[src/rtl/fpt_ram.sv]
`default_nettype none

module fpt_ram #(
  parameter int WIDTH = 32,
  parameter int DEPTH = 64
) (
  input  wire logic                                   clk,
  input  wire logic                                   we,
  input  wire logic [((DEPTH > 1) ? $clog2(DEPTH) : 1)-1:0] waddr,
  input  wire logic [WIDTH-1:0]                       wdata,
  input  wire logic [((DEPTH > 1) ? $clog2(DEPTH) : 1)-1:0] raddr,
  output logic      [WIDTH-1:0]                       rdata
);

  logic [WIDTH-1:0] mem [DEPTH];

  // Write one word; read one word with registered output data
  always_ff @(posedge clk) begin
    if (we) begin
      mem[waddr] <= wdata;
    end
    rdata <= mem[raddr];
  end

endmodule

`default_nettype wire

[config.mk]
export PLATFORM = sky130hd
export DESIGN_NAME = fpt_ram
export DESIGN_NICKNAME = d
export VERILOG_FILES = /design/src/rtl/fpt_ram.sv
export SDC_FILE = /design/constraint.sdc
export NUM_CORES = 2
export LEC_CHECK = 0
export BUFFER_PORTS_ARGS = -buffer_cell sky130_fd_sc_hd__buf_2
export CORE_ASPECT_RATIO = 1.1
export CORE_MARGIN = 2
export CORE_UTILIZATION = 40
export CTS_CLUSTER_SIZE = 14
export DETAILED_ROUTE_END_ITERATION = 12
export MAX_ROUTING_LAYER = met4
export PLACE_DENSITY = 0.55
export SETUP_SLACK_MARGIN = 0.3
export SYNTH_ARGS = -nofsm -noshare
export SYNTH_HDL_FRONTEND = slang
export SYNTH_SLANG_ARGS = --single-unit
[constraint.sdc]
create_clock -name clk -period 3.5 [get_ports clk]
set_input_delay 0.35 -clock clk [delete_from_list [all_inputs] [get_ports clk]]
set_output_delay 0.35 -clock clk [all_outputs]
set_load 0.02 [all_outputs]
# Word-level counts from Yosys, hierarchy flattened

Memories as Yosys holds them, arrays and structs flattened. A register that Yosys moved wholly into a read port is not among the register bits.
Cells that the tools add are included.

Register bits after elaboration: 0
Memory bits (writable): 2048
Bits of input ports: 46
Word-level logic and storage cells: 3
Memories kept: 1

Muxes and demuxes: 2

Memory list:

| memory | depth | bits a word | read ports | clocked after Yosys merged registers in | wr ports | RTL line | RTL |
|---|---|---|---|---|---|---|---|
| mem    | 64    | 32          | 1          | 1                                       | 1        | 15       | `logic [WIDTH-1:0] mem [DEPTH];` |

Operators with widths:

| operator          | count |
|---|---|
| 1-bit two-way mux | 2 |

# Logic depth before layout (Yosys ltp)

Word-level depth: 2
Depth in mapped cells: 10
Gate-level depth less buffers: 5

# Worst setup path after synthesis

OpenSTA, ideal clock, no wires.

Path kind: input -> register
Start point: in waddr[3] (netlist name)
End point: mem mem[48][0] (enable)
Data arrival time: 3.049 ns
Path slack: -0.010 ns
Stages on the path: 4
Cell sequence: clkbuf_1 -> nor2b_1 -> nand4b_1 -> nor3_1

RTL lines:

| element         | RTL line | RTL |
|---|---|---|
| start, declared | 9        | `input wire logic [((DEPTH > 1) ? $clog2(DEPTH) : 1)-1:0] waddr,` |
| end, declared   | 15       |  |

No word-level cell before the write port.

==> results.txt <==
The flow ran to the end, and the final reports show no timing, DRC or antenna violations. For this configuration, the core starts out at a cell density of 40.3%. The final critical path takes up 78.2% of the cycle. Counting every sink on the clock net gives 2,080. Based on the critical path, the design can be clocked at up to 0.365 GHz. For the placed cell count, the log shows 6,056. After synthesis, the cell types taking the most area are sky130_fd_sc_hd__edfxtp_1, sky130_fd_sc_hd__mux4_2, sky130_fd_sc_hd__mux2i_1, sky130_fd_sc_hd__dfxtp_1, sky130_fd_sc_hd__o22ai_1.

The final hold violation count is 0. The die is 469 um tall. The congestion estimate from routability-driven global placement came to 0.808. The tools report the global-route wire length before repair as 294 mm. The logs give 78 for the I/O pin count and 0 for the remaining global-route overflow. Clock-pin slew was measured on the worst setup and hold paths at 0.06 ns.

The total vias in the final route is 37,028, and the first-pass iteration count of the detailed router is 5. The final critical path time including I/O delays and setup came out at 2.74 ns. For the setup clock skew after layout, the log shows 0.0347 ns. For the synthesized instance count, the log shows 3,324. Summing every instance area after synthesis gives 78,500 um2. The measured slew at the worst slew-check pin is 1.25 ns, and the total count of max-transition violations in the final report is 0. The critical path is of the input pin to register type.

The average vias per placed instance was 5.74. In the global route stage, met3 resource usage came out at 2.80%. The min-delay analysis places its worst path in the category input pin to register. The number of antenna violations at the first check in global routing was 21. The deepest level of the CTS H-tree was 4; the total setup violations reported at the end of the flow was 0. The number of buffers added on ports is 77, and the maximum number of pins on one net before global-route repair is 65. For the total of max-cap violations, the log shows 0. The number of clock buffers added by TritonCTS is 200. Of all cell types, the one taking the most synthesized area is sky130_fd_sc_hd__edfxtp_1.

The area growth from synthesis to layout is 15.6%. The slowest stage of the critical path belongs to the cell sky130_fd_sc_hd__o22ai_1. In the layout the commonest cells are sky130_fd_sc_hd__edfxtp_1, sky130_fd_sc_hd__mux4_2, sky130_fd_sc_hd__clkbuf_16, sky130_fd_sc_hd__buf_4, sky130_fd_sc_hd__mux2i_1.

CTS placed an instance of sky130_fd_sc_hd__clkbuf_16 at the clock tree root. The signal on the critical path passes through buf_8 -> buf_12 -> buf_12 -> buf_4 -> mux4_2 -> mux4_2 -> o22ai_1 -> nor2_1. VDD sags by at most 439 uV. The stage delay of the slowest cell on the critical path works out to 0.72 ns. The post-route netlist has 31.7% of its cells at a drive strength greater than 1. The global routing stage identified its most utilized layer as met2. The tools report the via count of the first global-routing pass as 37,611. The number of setup buffers added after CTS is 0.

For met2 alone, demand over resource in global routing was 35.1%. The Yosys step of the flow raised 0 warnings. The later pin in the worst-skew pair is clocked with a latency of 0.85 ns. The tools report the type of element capturing the critical path as a register. Global routing used 28.9% of the available met1 tracks.

The depth of the worst register-to-register path is 4. Synthesis produced a netlist with a net count of 3,370. In this design, the largest share of critical-path delay is due to multiplexers. The initialized floorplan defines 170 standard-cell rows. Final hold analysis gives a worst-case slack of 0.143 ns.

In this run the static leakage power is 28.3 nW. The worst-case hold path end point is mem[46][6]. The detailed placer's ending HPWL is 123 mm. The critical path launch point is raddr[0].

Wire length after detailed routing: 209 mm. For this block, the initial DRC count from the detailed router was 4,242. The die footprint is 200,000 um2.

The share of Yosys cell area claimed by the top area cell type is 78.3%. STA puts the critical path data required time at 4.17 ns. The startpoint identified for the worst hold timing path is wdata[6].

For this run, the register share of the synthesized area comes to 79.1%. The overall track demand over capacity in global routing came out at 21.7%. The tools report the origin of the critical flop-to-flop path as mem[19][25]. Cell depth of the worst hold path: 1.

Measured along the x axis, the die boundary spans 426 um. Counting flops and latches in the post-synthesis netlist gives 2,080. For the total number of nets in the final design, the log shows 3,731. The worst flop-to-flop path endpoint was rdata[25]. After synthesis, the netlist uses 34 different library cells.

Once routing completed, OpenROAD measured the worst setup slack at 0.763 ns. In this run the tightest slew margin relative to its limit is 16.7%. Data on the critical path arrives at its endpoint at 3.41 ns. The average instance in the mapped netlist occupies 23.6 um2. In this run the register-to-register setup slack is 1.00 ns.

In this run the remaining antenna-violating nets after routing total 0. The core area was 195,000 um2; the cell area power density was 564 nW/um2. For this run, design rule violations remaining after detail routing come to 0. The biggest fanout along the worst timing path was 22.

No sink is reached through more buffers than the 3 on the longest clock path. The library cell used most frequently in the layout, excluding fill and tap cells, is sky130_fd_sc_hd__edfxtp_1. Count of buffering cells on the critical path with inverters included: 4. The worst setup path is launched from an input pin. The pre-CTS worst setup slack was -0.262 ns; the cell depth of the worst setup path was 8. TritonCTS built the clock tree.

The run gives 6,452 as the post-layout instance count excluding filler cells. Setup repair after global routing left no endpoint under its margin. The routed wirelength normalized by instance count is 32.4 um.
==> sequential cells by signal (all words and copies together), names as in the netlist <==
| register | count |
|---|---|
| mem | 2048 |
| rdata | 32 |
==> layer usage <==
metal	part of all wire (%)	vias to the layer above
li1	-	15030
met1	41	20401
met2	50	1281
met3	5.7	316
met4	2.9	0
met5	0	-
==> cell families after synthesis <==
kind of cell / count (synthesis) / share of synthesized area (%)
compound gates: 202 / 1.67
buf+inv: 182 / 1.13
flops: 2080 / 79.1
mux: 637 / 16.8
simple gates: 223 / 1.27
==> metrics by stage <==
step                power, mW  cell area [um2]  setup TNS [ns]  utilization [%]
finish                   51.2            90800               0             46.5
floorplan                29.6            78500               0                -
global route             52.7            90800               0             46.5
detailed placement       31.0            84400          -0.462             43.3
global placement         30.9            84400          -0.472             43.3
CTS                      51.7            90700               0             46.5
==> power breakdown <==
| part | total [mW] | leakage [nW] | switching [mW] | internal [mW] |
|---|---|---|---|---|
| clock network | 20.8 | 3.07 | 9.25 | 11.6 |
| registers | 27.7 | 18.7 | 0.130 | 27.6 |
| logic | 2.67 | 6.50 | 1.65 | 1.02 |
| total | 51.2 | 28.3 | 11.0 | 40.2 |
==> cell type report <==
| type | instances | area (um2) |
|---|---|---|
| diodes | 16 | 40.0 |
| clock buffers | 269 | 5480 |
| clock inverters | 104 | 827 |
| fillers | 15928 | 104000 |
| multi-input cells | 1062 | 16000 |
| flip-flops and latches | 2080 | 62100 |
| well taps | 2580 | 3230 |
| repair buffers | 341 | 3080 |
==> worst max path at each step <==
stage                     slack [ns]         end
after floorplan                 0.50  mem[39][0]
after global placement         -0.26   rdata[25]
after detailed placement       -0.26   rdata[25]
after CTS                       0.67   rdata[25]
after global routing            0.76   rdata[25]
final                           0.76   rdata[25]
==> what timing repair did <==
item	in CTS	in global routing
hold endpoints to repair	60	0
resized for setup	0	0
hold buffers	7	0
==> synth_stat cells (all sizes together) <==
cell / n
a31oi: 1
nor2b: 15
a22oi: 12
or3b: 5
edfxtp: 2048
clkbuf: 74
nand2: 26
mux4: 544
nand4b: 1
buf: 108
a41o: 4
a311oi: 8
o32ai: 4
nand2b: 8
a21oi: 62
dfxtp: 32
o221ai: 27
nand3b: 5
or2: 3
nand4: 2
or3: 3
nor3: 7
and2: 2
nor2: 137
o22ai: 84
and3: 4
nand3: 5
mux2i: 93
(Power assumes the default switching activity.)
